$ cat config.mk
export PLATFORM = sky130hd
export DESIGN_NAME = window_pixel_writer_dirty_rect
export DESIGN_NICKNAME = d
export VERILOG_FILES = /design/src/hw/rtl/wpw_pkg.sv /design/src/hw/rtl/window_pixel_writer_dirty_rect.sv /design/src/hw/rtl/wpw_frame_cfg.sv /design/src/hw/rtl/wpw_window_ctrl.sv /design/src/hw/rtl/wpw_dirty_box.sv
export SDC_FILE = /design/constraint.sdc
export NUM_CORES = 1
export LEC_CHECK = 0
export ABC_CLOCK_PERIOD_IN_PS = 5700
export BUFFER_PORTS_ARGS = -buffer_cell sky130_fd_sc_hd__buf_4
export CORE_MARGIN = 4
export CORE_UTILIZATION = 40
export CTS_CLUSTER_DIAMETER = 30
export DETAILED_ROUTE_END_ITERATION = 16
export PLACE_DENSITY = 0.68
export SLEW_MARGIN = 30
export SYNTH_ARGS = -nofsm -noshare
export SYNTH_HDL_FRONTEND = slang
export SYNTH_SLANG_ARGS = --single-unit
$ cat constraint.sdc
create_clock -name clk -period 5.7 [get_ports clk]
set_clock_uncertainty 0.15 [all_clocks]
set_input_delay 1.14 -clock clk [delete_from_list [all_inputs] [get_ports clk]]
set_output_delay 1.14 -clock clk [all_outputs]
set_load 0.05 [all_outputs]
$ cat src/hw/rtl/wpw_pkg.sv
// Shared types and constants for the window pixel writer.
// Holds opcode and result-kind codes, frame limits and inter-module structs.
// No dependencies.
package wpw_pkg;

	localparam int DIM_W           = 13;
	localparam int COORD_W         = 12;
	localparam int WIN_W           = 16;
	localparam int RGB_W           = 24;
	localparam int ARGB_W          = 32;
	localparam int MAX_DIM_DEFAULT = 4096;

	localparam logic [DIM_W-1:0]  MIN_WIDTH      = 13'd160;
	localparam logic [DIM_W-1:0]  MIN_HEIGHT     = 13'd120;
	localparam logic [DIM_W-1:0]  RESET_WIDTH    = 13'd480;
	localparam logic [DIM_W-1:0]  RESET_HEIGHT   = 13'd272;
	localparam logic [7:0]        OPAQUE_ALPHA   = 8'hFF;

	typedef enum logic [1:0] {
		REG_FRAME_WIDTH  = 2'd0,
		REG_FRAME_HEIGHT = 2'd1
	} reg_idx_t;

	// The last opcode is unused: it gives no result and changes no state.
	typedef enum logic [1:0] {
		OP_SET_WINDOW = 2'd0,
		OP_PUSH_PIXEL = 2'd1,
		OP_FLUSH      = 2'd2,
		OP_RESERVED   = 2'd3
	} op_t;

	typedef enum logic [2:0] {
		KIND_WINDOW_SET    = 3'd0,
		KIND_PIXEL_WRITTEN = 3'd1,
		KIND_PIXEL_DROPPED = 3'd2,
		KIND_DIRTY_RECT    = 3'd3,
		KIND_NOTHING_DIRTY = 3'd4
	} kind_t;

	// Frame size as seen by the datapath, plus a pulse on a real size change.
	typedef struct packed {
		logic [DIM_W-1:0] width;
		logic [DIM_W-1:0] height;
		logic             changed;
	} frame_t;

	// Frame position of the current pixel and whether it lands in the frame.
	typedef struct packed {
		logic               in_frame;
		logic [COORD_W-1:0] x;
		logic [COORD_W-1:0] y;
	} pix_pos_t;

	// Dirty bounding box, inclusive bounds.
	typedef struct packed {
		logic               valid;
		logic [COORD_W-1:0] left;
		logic [COORD_W-1:0] top;
		logic [COORD_W-1:0] right;
		logic [COORD_W-1:0] bottom;
	} rect_t;

endpackage

$ cat src/hw/rtl/window_pixel_writer_dirty_rect.sv
// Address-window pixel writer with dirty rectangle tracking.
// Requests pass the input register, then the result register; a result-side stall holds them between.
// Throughput: one request per cycle unless the result side stalls; window, counter and dirty-box state update on fire.
// Reset: async active low; frame 480x272, window origin 0, span 65536, counters 0, nothing dirty.
// Opcode 3 passes through the input register and yields no result.
module window_pixel_writer_dirty_rect import wpw_pkg::*; #(
	parameter int MAX_DIM = MAX_DIM_DEFAULT
) (
	input  logic               clk,
	input  logic               arst_n,
	// configuration write port
	input  logic               write_en,
	input  logic [1:0]         write_index,
	input  logic [DIM_W-1:0]   write_data,
	// request channel
	input  logic               in_valid,
	output logic               in_stall,
	input  logic [1:0]         opcode,
	input  logic [WIN_W-1:0]   window_left,
	input  logic [WIN_W-1:0]   window_top,
	input  logic [WIN_W-1:0]   window_right,
	input  logic [RGB_W-1:0]   pixel_rgb,
	// result channel
	output logic               out_valid,
	input  logic               out_stall,
	output logic [2:0]         kind,
	output logic [COORD_W-1:0] write_x,
	output logic [COORD_W-1:0] write_y,
	output logic [ARGB_W-1:0]  write_argb,
	output logic [COORD_W-1:0] rect_left,
	output logic [COORD_W-1:0] rect_top,
	output logic [COORD_W-1:0] rect_right,
	output logic [COORD_W-1:0] rect_bottom
);

	// input register
	logic               valid_s1;
	logic [1:0]         op_s1;
	logic [WIN_W-1:0]   left_s1;
	logic [WIN_W-1:0]   top_s1;
	logic [WIN_W-1:0]   right_s1;
	logic [RGB_W-1:0]   rgb_s1;

	// result register
	logic               out_valid_q;
	logic [2:0]         kind_q;
	logic [COORD_W-1:0] wx_q;
	logic [COORD_W-1:0] wy_q;
	logic [ARGB_W-1:0]  argb_q;
	logic [COORD_W-1:0] rl_q;
	logic [COORD_W-1:0] rt_q;
	logic [COORD_W-1:0] rr_q;
	logic [COORD_W-1:0] rb_q;

	// next result
	logic [2:0]         kind_d;
	logic [COORD_W-1:0] wx_d;
	logic [COORD_W-1:0] wy_d;
	logic [ARGB_W-1:0]  argb_d;
	logic [COORD_W-1:0] rl_d;
	logic [COORD_W-1:0] rt_d;
	logic [COORD_W-1:0] rr_d;
	logic [COORD_W-1:0] rb_d;

	logic     advance;
	logic     fire;
	logic     accept;
	frame_t   frame;
	pix_pos_t pos;
	rect_t    rect;

	// The result register frees up when empty or when its result is taken this cycle.
	assign advance  = !out_valid_q || !out_stall;
	assign fire     = valid_s1 && advance;
	// Stall only when the input register holds a request that cannot move on.
	assign in_stall = valid_s1 && !advance;
	assign accept   = in_valid && !in_stall;

	wpw_frame_cfg #(
		.MAX_DIM (MAX_DIM)
	) u_cfg (
		.clk         (clk),
		.arst_n      (arst_n),
		.write_en    (write_en),
		.write_index (write_index),
		.write_data  (write_data),
		.frame       (frame)
	);

	wpw_window_ctrl u_win (
		.clk    (clk),
		.arst_n (arst_n),
		.fire   (fire),
		.op     (op_s1),
		.left   (left_s1),
		.top    (top_s1),
		.right  (right_s1),
		.frame  (frame),
		.pos    (pos)
	);

	wpw_dirty_box u_dirty (
		.clk    (clk),
		.arst_n (arst_n),
		.fire   (fire),
		.op     (op_s1),
		.pos    (pos),
		.clear  (frame.changed),
		.rect   (rect)
	);

	// Advance the input register; hold it while the result side is blocked.
	always_ff @(posedge clk or negedge arst_n) begin
		if (!arst_n) begin
			valid_s1 <= 1'b0;
		end else if (accept) begin
			valid_s1 <= 1'b1;
		end else if (advance) begin
			valid_s1 <= 1'b0;
		end
	end

	always_ff @(posedge clk) begin
		if (accept) begin
			op_s1    <= opcode;
			left_s1  <= window_left;
			top_s1   <= window_top;
			right_s1 <= window_right;
			rgb_s1   <= pixel_rgb;
		end
	end

	// Load a result for every defined opcode; drop the reserved one silently.
	always_ff @(posedge clk or negedge arst_n) begin
		if (!arst_n) begin
			out_valid_q <= 1'b0;
		end else if (advance) begin
			out_valid_q <= fire && (op_s1 != OP_RESERVED);
		end
	end

	// Build the result; fields that do not apply stay zero.
	always_comb begin
		kind_d = KIND_WINDOW_SET;
		wx_d   = '0;
		wy_d   = '0;
		argb_d = '0;
		rl_d   = '0;
		rt_d   = '0;
		rr_d   = '0;
		rb_d   = '0;
		case (op_s1)
			OP_PUSH_PIXEL: begin
				if (pos.in_frame) begin
					kind_d = KIND_PIXEL_WRITTEN;
					wx_d   = pos.x;
					wy_d   = pos.y;
					argb_d = {OPAQUE_ALPHA, rgb_s1};
				end else begin
					kind_d = KIND_PIXEL_DROPPED;
				end
			end
			OP_FLUSH: begin
				if (rect.valid) begin
					kind_d = KIND_DIRTY_RECT;
					rl_d   = rect.left;
					rt_d   = rect.top;
					rr_d   = rect.right;
					rb_d   = rect.bottom;
				end else begin
					kind_d = KIND_NOTHING_DIRTY;
				end
			end
			default: ;
		endcase
	end

	always_ff @(posedge clk) begin
		if (fire) begin
			kind_q <= kind_d;
			wx_q   <= wx_d;
			wy_q   <= wy_d;
			argb_q <= argb_d;
			rl_q   <= rl_d;
			rt_q   <= rt_d;
			rr_q   <= rr_d;
			rb_q   <= rb_d;
		end
	end

	assign out_valid   = out_valid_q;
	assign kind        = kind_q;
	assign write_x     = wx_q;
	assign write_y     = wy_q;
	assign write_argb  = argb_q;
	assign rect_left   = rl_q;
	assign rect_top    = rt_q;
	assign rect_right  = rr_q;
	assign rect_bottom = rb_q;

	// A stall back to the source always comes from a held input register.
	a_stall_needs_s1: assert property (@(posedge clk) disable iff (!arst_n)
		in_stall |-> valid_s1)
		else $error("in_stall raised with an empty input register");

	// A blocked input register keeps its request.
	a_s1_hold: assert property (@(posedge clk) disable iff (!arst_n)
		valid_s1 && !advance |=> valid_s1 && $stable(op_s1))
		else $error("input register lost a blocked request");

	// A flush always leaves the dirty box empty.
	a_flush_clears: assert property (@(posedge clk) disable iff (!arst_n)
		fire && (op_s1 == OP_FLUSH) |=> !rect.valid)
		else $error("dirty box still valid after flush");

	// A written pixel always marks the box dirty unless the frame size changed.
	a_write_dirties: assert property (@(posedge clk) disable iff (!arst_n)
		fire && (op_s1 == OP_PUSH_PIXEL) && pos.in_frame && !frame.changed |=> rect.valid)
		else $error("written pixel did not mark the dirty box");

endmodule

$ cat src/hw/rtl/wpw_frame_cfg.sv
// Frame size registers with clamping on write.
// Depends on wpw_pkg.
module wpw_frame_cfg import wpw_pkg::*; #(
	parameter int MAX_DIM = MAX_DIM_DEFAULT
) (
	input  logic             clk,
	input  logic             arst_n,
	input  logic             write_en,
	input  logic [1:0]       write_index,
	input  logic [DIM_W-1:0] write_data,
	output frame_t           frame
);

	localparam logic [DIM_W-1:0] MAX_V = DIM_W'(MAX_DIM);

	logic [DIM_W-1:0] width_q;
	logic [DIM_W-1:0] height_q;
	logic [DIM_W-1:0] width_new;
	logic [DIM_W-1:0] height_new;
	logic             width_wr;
	logic             height_wr;

	always_comb begin
		width_new = write_data;
		if (write_data < MIN_WIDTH) begin
			width_new = MIN_WIDTH;
		end else if (write_data > MAX_V) begin
			width_new = MAX_V;
		end
		height_new = write_data;
		if (write_data < MIN_HEIGHT) begin
			height_new = MIN_HEIGHT;
		end else if (write_data > MAX_V) begin
			height_new = MAX_V;
		end
		width_wr  = write_en && (write_index == REG_FRAME_WIDTH)  && (width_new != width_q);
		height_wr = write_en && (write_index == REG_FRAME_HEIGHT) && (height_new != height_q);
	end

	always_ff @(posedge clk or negedge arst_n) begin
		if (!arst_n) begin
			width_q  <= RESET_WIDTH;
			height_q <= RESET_HEIGHT;
		end else begin
			if (width_wr) begin
				width_q <= width_new;
			end
			if (height_wr) begin
				height_q <= height_new;
			end
		end
	end

	assign frame.width   = width_q;
	assign frame.height  = height_q;
	assign frame.changed = width_wr || height_wr;

endmodule

$ cat src/hw/rtl/wpw_window_ctrl.sv
// Address window state: origin, span and column/row counters.
// Resolves the frame position of each pixel. Depends on wpw_pkg.
module wpw_window_ctrl import wpw_pkg::*; (
	input  logic             clk,
	input  logic             arst_n,
	input  logic             fire,
	input  logic [1:0]       op,
	input  logic [WIN_W-1:0] left,
	input  logic [WIN_W-1:0] top,
	input  logic [WIN_W-1:0] right,
	input  frame_t           frame,
	output pix_pos_t         pos
);

	logic [WIN_W-1:0] origin_x_q;
	logic [WIN_W-1:0] origin_y_q;
	logic [WIN_W-1:0] span_q;
	logic [WIN_W-1:0] col_q;
	logic [WIN_W-1:0] row_q;
	logic [WIN_W:0]   x;
	logic [WIN_W:0]   y;
	logic [WIN_W:0]   col_next;
	logic [WIN_W:0]   limit;

	always_comb begin
		x        = {1'b0, origin_x_q} + {1'b0, col_q};
		y        = {1'b0, origin_y_q} + {1'b0, row_q};
		col_next = {1'b0, col_q} + 17'd1;
		// a zero span stands for the full 65536 columns
		limit    = (span_q == '0) ? {1'b1, {WIN_W{1'b0}}} : {1'b0, span_q};
		pos.in_frame = (x < {4'b0, frame.width}) && (y < {4'b0, frame.height});
		pos.x        = x[COORD_W-1:0];
		pos.y        = y[COORD_W-1:0];
	end

	always_ff @(posedge clk or negedge arst_n) begin
		if (!arst_n) begin
			origin_x_q <= '0;
			origin_y_q <= '0;
			span_q     <= '0;
			col_q      <= '0;
			row_q      <= '0;
		end else if (fire) begin
			case (op)
				OP_SET_WINDOW: begin
					origin_x_q <= left;
					origin_y_q <= top;
					span_q     <= right - left + 16'd1;
					col_q      <= '0;
					row_q      <= '0;
				end
				OP_PUSH_PIXEL: begin
					if (col_next >= limit) begin
						col_q <= '0;
						if (row_q != {WIN_W{1'b1}}) begin
							row_q <= row_q + 16'd1;
						end
					end else begin
						col_q <= col_next[WIN_W-1:0];
					end
				end
				OP_FLUSH: begin
					col_q <= '0;
					row_q <= '0;
				end
				default: ;
			endcase
		end
	end

endmodule

$ cat src/hw/rtl/wpw_dirty_box.sv
// Dirty bounding box tracker: grows on written pixels, clears on flush
// and on a frame size change. Depends on wpw_pkg.
module wpw_dirty_box import wpw_pkg::*; (
	input  logic     clk,
	input  logic     arst_n,
	input  logic     fire,
	input  logic [1:0] op,
	input  pix_pos_t pos,
	input  logic     clear,
	output rect_t    rect
);

	rect_t box_q;

	always_ff @(posedge clk or negedge arst_n) begin
		if (!arst_n) begin
			box_q <= '0;
		end else if (clear) begin
			box_q.valid <= 1'b0;
		end else if (fire && (op == OP_FLUSH)) begin
			box_q.valid <= 1'b0;
		end else if (fire && (op == OP_PUSH_PIXEL) && pos.in_frame) begin
			box_q.valid <= 1'b1;
			if (!box_q.valid) begin
				box_q.left   <= pos.x;
				box_q.right  <= pos.x;
				box_q.top    <= pos.y;
				box_q.bottom <= pos.y;
			end else begin
				if (pos.x < box_q.left) begin
					box_q.left <= pos.x;
				end
				if (pos.x > box_q.right) begin
					box_q.right <= pos.x;
				end
				if (pos.y < box_q.top) begin
					box_q.top <= pos.y;
				end
				if (pos.y > box_q.bottom) begin
					box_q.bottom <= pos.y;
				end
			end
		end
	end

	assign rect = box_q;

endmodule

==> results of run 1 <==
## area by class of cell
class / instances / share of cell area [%]
clock inverters: 56 / 3.57
repair buffers: 241 / 8.08
well taps: 585 / 3.22
inverters: 131 / 2.17
flip-flops and latches: 331 / 40.3
clock buffers: 88 / 8.92
multi-input cells: 1039 / 33.8
diodes: 1 / 0.0110
## stage by stage
stage	cell area (sq um)	power, W
after floorplan	17600	0.00454
after global placement	19900	0.00529
after detailed placement	19900	0.00538
after CTS	22700	0.0101
after global routing	22800	0.0105
final	22800	0.0100
## routing by layer
metal	vias to the layer above	GRT usage, %	part of all wire [%]
met4	0	5.94	2.4
met3	108	3.73	6.1
met1	6387	24.8	44
met2	441	30.4	47
met5	-	0	0
li1	6267	-	-
## cells by family after synthesis
family	Yosys count	synth area share, %
compound gates	329	12.3
simple gates	423	12.0
fa+ha+maj	157	11.3
mux	71	4.96
flops	331	52.1
xor+xnor	59	2.94
buf+inv	194	4.41
## worst paths after layout
| check | end | slack (ns) | cells past startpoint |
|---|---|---|---|
| hold / removal | u_win.origin_y_q[15] | 0.32 | 1 |
| max in group asynchronous | u_win.origin_x_q[1] | 3.68 | 2 |
| hold reg to reg | u_win.origin_y_q[15] | 0.32 | 1 |
| setup reg to reg | u_dirty.rect[19] | 0.40 | 18 |
| min in group asynchronous | u_cfg.height_q[1] | 0.46 | 1 |
| setup / recovery | u_dirty.rect[19] | 0.40 | 18 |
## flip-flops by register name, summed over array words and instances (netlist names), 13 cells and up
signal / count
u_win.row_q: 16
u_cfg.width_q: 13
left_s1: 16
write_argb: 25
u_dirty.rect: 49
u_win.origin_y_q: 16
rgb_s1: 24
top_s1: 16
u_win.col_q: 16
u_cfg.height_q: 13
right_s1: 16
u_win.span_q: 16
u_win.origin_x_q: 16
## cells in the mapped netlist (all sizes together), types with 4 or more instances
cell type	instances	share of area (%)
dfstp	6	0.90
inv	131	2.8
or3	6	0.21
a211o	5	0.25
or2	5	0.19
nand3	37	1.1
a211oi	9	0.38
clkbuf	50	1.1
o21bai	5	0.21
or4	4	0.17
o211ai	6	0.26
and2	7	0.25
nor4	12	0.43
buf	13	0.54
xor2	22	1.1
nor3	18	0.51
nor2b	13	0.46
a2111oi	4	0.31
o22ai	5	0.18
o21ai	110	3.1
o21a	6	0.26
mux2	69	4.8
a21oi	65	1.8
xnor2	37	1.8
a31oi	17	0.73
and3	68	2.4
nand4	25	0.89
nand2b	13	0.46
nor2	112	2.4
nand3b	4	0.17
o41ai	5	0.25
edfxtp	174	30
nand2	90	1.9
o2111ai	9	0.45
a21o	27	1.2
a32o	15	0.85
o31ai	9	0.38
a21boi	5	0.21
dfrtp	151	21
ha	154	11
## worst register-to-register path: cells and delay by family (launching register included)
family | cells | cell delay, ns
AND/OR/NAND/NOR | 4 | 1.02
buffers and inverters | 1 | 0.25
XOR/XNOR | 1 | 0.19
flip-flops | 1 | 0.42
adder cells (fa/ha/maj) | 3 | 0.98
multiplexers | 1 | 0.36
AO/OA/AOI/OAI | 8 | 1.80
## power groups by stage
stage	Sequential, W	Clock [W]	Combinational, W
after floorplan	0.00320	0	0.00134
after global placement	0.00304	0	0.00224
after detailed placement	0.00306	0	0.00232
after CTS	0.00302	0.00476	0.00234
after global routing	0.00305	0.00489	0.00261
final	0.00302	0.00469	0.00234
==> impl_metrics.env, run 1 <==
export IMPL_status="finished clean"
export IMPL_holdCritPathClass="flop to flop"
export IMPL_critical_path_max_stage_delay_ns=0.42
export IMPL_comb_power_share_pct=23.3
export IMPL_critPathLaunch="u_win.row_q[0]"
export IMPL_yosys_register_bits=331
export IMPL_syn_area_sq_um=17600
export IMPL_die_h_microns=218
export IMPL_hold_viol_final=0
export IMPL_antenna_found_initial=0
export IMPL_synthCells=1564
export IMPL_wl_per_cell_microns=18.0
export IMPL_worstPathRequired_ns=6.04
export IMPL_timing_critical_path_mode_cell="a21oi_1"
export IMPL_place_ws_ns=0.242
export IMPL_final_core_util_pct=52.6
export IMPL_avgSynthCellArea_sq_um=11.3
export IMPL_p_int_w=0.00692
export IMPL_power_density_nw_per_um2=441
export IMPL_cp_slowest_cell="dfrtp_1"
export IMPL_drtIter0Drc=1071
export IMPL_pwr_share_seq_pct=30.0
export IMPL_setup_viol=0
export IMPL_ys_flop_type="edfxtp_1"
export IMPL_period_minus_slack_ns=5.30
export IMPL_gp_congestion=0.946
export IMPL_worst_pin_slew_ns=0.915
export IMPL_fmax_mhz=189
export IMPL_clock_sinks=331
export IMPL_cts_hold_buffers=0
export IMPL_wl_mm=44.6
export IMPL_final_cell_mix="buf_4, edfxtp_1, ha_1"
export IMPL_start_kind="flop"
export IMPL_final_common_cell="buf_4"
export IMPL_drv_cap=0
export IMPL_path_clk_slew_ns=0.04
export IMPL_die_area_sq_um=47400
export IMPL_vdd_drop_max_mv=0.262
export IMPL_critical_path_top_delay_family="compound AO/OA/AOI/OAI gates"
export IMPL_pin_count=203
export IMPL_postLayoutSetupSlackWorst_ns=0.395
export IMPL_cts_root_buf="clkbuf_16"
export IMPL_fin_tns_setup_ns=0
export IMPL_path_class="flop to flop"
export IMPL_swShare_pct=31.1
export IMPL_tritoncts="built"
export IMPL_port_buffers=202
export IMPL_final_nets=2072
export IMPL_power_switching_w=0.00312
export IMPL_arrival_ns=5.64
export IMPL_ant_nets=0
export IMPL_worst_hold_slack_ns=0.316
export IMPL_synth_seq_area_share_pct=52.1
export IMPL_grt_pass1_wl_mm=70.7
export IMPL_dp_cells=2326
export IMPL_clk_latency_ns=0.60
export IMPL_rsz0062_at_grt="no"
export IMPL_die_x_microns=218
export IMPL_clock_path_buffers=3
export IMPL_grt_usage_pct=18.5
export IMPL_drc_errors=0
export IMPL_seq_area_sq_um=9160
export IMPL_core_area_sq_um=43300
export IMPL_num_fill_cells=3726
export IMPL_path_buf_inv=1
export IMPL_grt_max_degree=86
export IMPL_min_delay_start="top_s1[15]"
export IMPL_hpwl_mm=32.2
export IMPL_p_leak_nw=10.2
export IMPL_cts_buffers=77
export IMPL_p_clk_share_pct=46.6
export IMPL_path_cells="ha_1, fa_1, a21oi_1, o2111ai_1, a31o_2, a21oi_1, xnor2_1, ha_1, a21oi_1, o22a_1, nand4_1, nor4b_1, o311ai_0, nor3_2, nand3_2, a2111oi_4, buf_4, mux2_2"
export IMPL_grt_overflow=0
export IMPL_area_delta_synth_final_pct=29.4
export IMPL_period_share_pct=93.1
export IMPL_routed_via_density=5.34
export IMPL_start_util_pct=40.7
export IMPL_htreeDepth=3
export IMPL_synth_edff_count=174
export IMPL_cp_max_fo=12
export IMPL_slew_viol_final=0
export IMPL_relSlewSlack_pct=38.2
export IMPL_yosysUniqueCellTypes=78
export IMPL_drive_above_1_share_pct=24.9
export IMPL_regToRegStartpoint="u_win.row_q[0]"
export IMPL_yosys_warnings=0
export IMPL_num_rows=76
export IMPL_firstDrtPassIters=6
export IMPL_ctsResizeCount=0
export IMPL_synth_net_count=1815
export IMPL_multi_input_area_sq_um=7690
export IMPL_final_cell_count_no_fill=2472
export IMPL_num_vias=13200
export IMPL_synth_async_reset_ratio_pct=47.4
export IMPL_grt_pass1_vias=13300
export IMPL_cts_setup_buffers=0
export IMPL_critPathCaptureType="flop"
(Power assumes the default switching activity.)
==> inputs of run 2 (changes only) <==
Settings changed: CORE_MARGIN 4 to not set.
==> impl_metrics.env, run 2 (synthesis results as in run 1) <==
export IMPL_drive_above_1_share_pct=24.7
export IMPL_grt_max_degree=75
export IMPL_routed_via_density=5.31
export IMPL_p_int_w=0.00672
export IMPL_path_clk_slew_ns=0.05
export IMPL_grt_pass1_vias=12800
export IMPL_drtIter0Drc=933
export IMPL_hpwl_mm=31.5
export IMPL_critPathCaptureType="flop"
export IMPL_cts_buffers=74
export IMPL_wl_mm=43.9
export IMPL_ant_nets=0
export IMPL_regToRegStartpoint="u_win.col_q[0]"
export IMPL_power_density_nw_per_um2=431
export IMPL_path_buf_inv=0
export IMPL_antenna_found_initial=0
export IMPL_path_class="flop to flop"
export IMPL_period_minus_slack_ns=5.23
export IMPL_grt_overflow=0
export IMPL_rr_worst_depth=17
export IMPL_start_kind="flop"
export IMPL_pin_count=203
export IMPL_p_clk_share_pct=44.9
export IMPL_vdd_drop_max_mv=0.246
export IMPL_path_depth=17
export IMPL_clock_sinks=331
export IMPL_top_layer_used="met4"
export IMPL_slew_viol_final=0
export IMPL_relSlewSlack_pct=39.5
export IMPL_holdCritPathClass="flop to flop"
export IMPL_grt_pass1_wl_mm=69.2
export IMPL_core_area_sq_um=43300
export IMPL_die_x_microns=212
export IMPL_final_nets=2069
export IMPL_worstPathRequired_ns=6.01
export IMPL_p_leak_nw=10.1
export IMPL_drc_errors=0
export IMPL_power_switching_w=0.00299
export IMPL_cp_slowest_cell="a2111o_2"
export IMPL_comb_power_share_pct=24.1
export IMPL_worst_hold_slack_ns=0.321
export IMPL_drv_cap=0
export IMPL_m1WireLength_mm=19.5
export IMPL_routed_wl_met3_mm=2.43
export IMPL_num_vias=13100
export IMPL_firstDrtPassIters=5
export IMPL_clk_latency_ns=0.59
export IMPL_port_buffers=202
export IMPL_swShare_pct=30.8
export IMPL_critical_path_endpoint="u_dirty.rect[41]"
export IMPL_htreeDepth=3
export IMPL_fin_tns_setup_ns=0
export IMPL_worst_pin_slew_ns=0.904
export IMPL_num_rows=76
export IMPL_rrSetupSlack_ns=0.47
export IMPL_cts_root_buf="clkbuf_16"
export IMPL_cts_setup_buffers=0
export IMPL_worstHoldPathCells=1
export IMPL_num_fill_cells=3677
export IMPL_critical_path_max_stage_delay_ns=0.64
export IMPL_area_delta_synth_final_pct=28.1
export IMPL_final_common_cell="buf_4"
export IMPL_arrival_ns=5.53
export IMPL_final_cell_mix="buf_4, edfxtp_1, ha_1"
export IMPL_setup_viol=0
export IMPL_wl_met2_mm=20.7
export IMPL_critical_path_top_delay_family="compound AO/OA/AOI/OAI gates"
export IMPL_r2r_end="u_dirty.rect[41]"
export IMPL_path_cells="ha_1, fa_1, a21oi_2, o211ai_1, a211o_1, a31oi_1, xnor2_1, ha_1, nand2_1, nor3_1, a221oi_1, nor4b_1, o311ai_0, nor3_2, nand3_2, a2111o_2, mux2_4"
export IMPL_diodes=0
export IMPL_start_util_pct=40.7
export IMPL_gp_congestion=0.911
export IMPL_wl_per_cell_microns=17.8
export IMPL_largest_reg_flops=49
export IMPL_die_h_microns=212
export IMPL_tritoncts="built"
export IMPL_period_share_pct=91.7
export IMPL_fmax_mhz=191
export IMPL_pwr_share_seq_pct=31.0
export IMPL_clock_path_buffers=3
export IMPL_hold_viol_final=0
export IMPL_cp_max_fo=7
export IMPL_critPathLaunch="u_win.col_q[0]"
export IMPL_p_total_w=0.00972
export IMPL_die_area_sq_um=44800
export IMPL_grt_usage_pct=19.8
export IMPL_status="finished clean"
export IMPL_rsz0062_at_grt="no"
export IMPL_timing_critical_path_mode_cell="ha_1"
run 2: cell count changes in the layout (fill, tap and decap cells not counted), moves of 2 or more:
cell	delta
a2111o_2	+3
buf_12	-2
bufinv_16	-3
clkbuf_16	-2
clkbuf_8	+2
clkinv_16	-5
clkinv_2	-3
clkinv_4	+2
clkinvlp_4	-3
inv_6	+3
run 2: routing by layer:
metal | vias to the layer above | global-route usage [%]
li1 | 6262 | -
met1 | 6326 | 26.4
met2 | 401 | 31.7
met3 | 84 | 3.47
met4 | 0 | 7.95
met5 | - | 0
run 2: through the flow:
| step | instances | cell area [sq um] | setup slack, ns | utilization [%] |
|---|---|---|---|---|
| after floorplan | 1564 | 17600 | 0.650 | - |
| after CTS | 2461 | 22500 | 0.250 | 51.9 |
| after global placement | 2324 | 19900 | 0.461 | 45.9 |
| after detailed placement | 2324 | 19900 | 0.266 | 45.9 |
| final | 2464 | 22500 | 0.473 | 52.1 |
| after global routing | 2464 | 22500 | 0.114 | 52.1 |
run 2: what timing repair did:
item / in CTS / in global routing
resized for setup: 0 / 6
endpoints found under the setup margin: 0 / 48
hold buffers: 0 / 0
run 2: area by class of cell:
| cell class | count | area [sq um] | area share, % |
|---|---|---|---|
| Timing Repair Buffer | 239 | 1820 | 8.07 |
| Clock buffer | 89 | 2010 | 8.92 |
| Clock inverter | 48 | 598 | 2.65 |
| Sequential cell | 331 | 9160 | 40.7 |
| Tap cell | 585 | 732 | 3.25 |
| Multi-Input combinational cell | 1041 | 7720 | 34.3 |
| Inverter | 131 | 494 | 2.19 |
run 2: worst min-delay path by stage:
stage	start	endpoint	slack, ns
2_1_floorplan	u_win.origin_x_q[0]	u_win.origin_x_q[0]	0.30
3_3_place_gp	top_s1[12]	u_win.origin_y_q[12]	0.31
3_5_place_dp	top_s1[15]	u_win.origin_y_q[15]	0.31
4_1_cts	top_s1[15]	u_win.origin_y_q[15]	0.32
5_1_grt	top_s1[3]	u_win.origin_y_q[3]	0.33
6_report	top_s1[3]	u_win.origin_y_q[3]	0.32
run 2: worst reg2reg max path: stages (launching register included):
cell	delay [ns]
dfrtp_1	0.45
ha_1	0.26
fa_1	0.42
a21oi_2	0.22
o211ai_1	0.17
a211o_1	0.31
a31oi_1	0.27
xnor2_1	0.15
ha_1	0.26
nand2_1	0.10
nor3_1	0.08
a221oi_1	0.23
nor4b_1	0.36
o311ai_0	0.23
nor3_2	0.23
nand3_2	0.25
a2111o_2	0.64
mux2_4	0.33
run 2: power by group through the flow:
stage / combinational [W] / clock [W] / sequential [W]
global placement: 0.00225 / 0 / 0.00304
finish: 0.00234 / 0.00436 / 0.00301
CTS: 0.00234 / 0.00444 / 0.00302
global route: 0.00260 / 0.00457 / 0.00305
detailed placement: 0.00231 / 0 / 0.00305
floorplan: 0.00134 / 0 / 0.00320
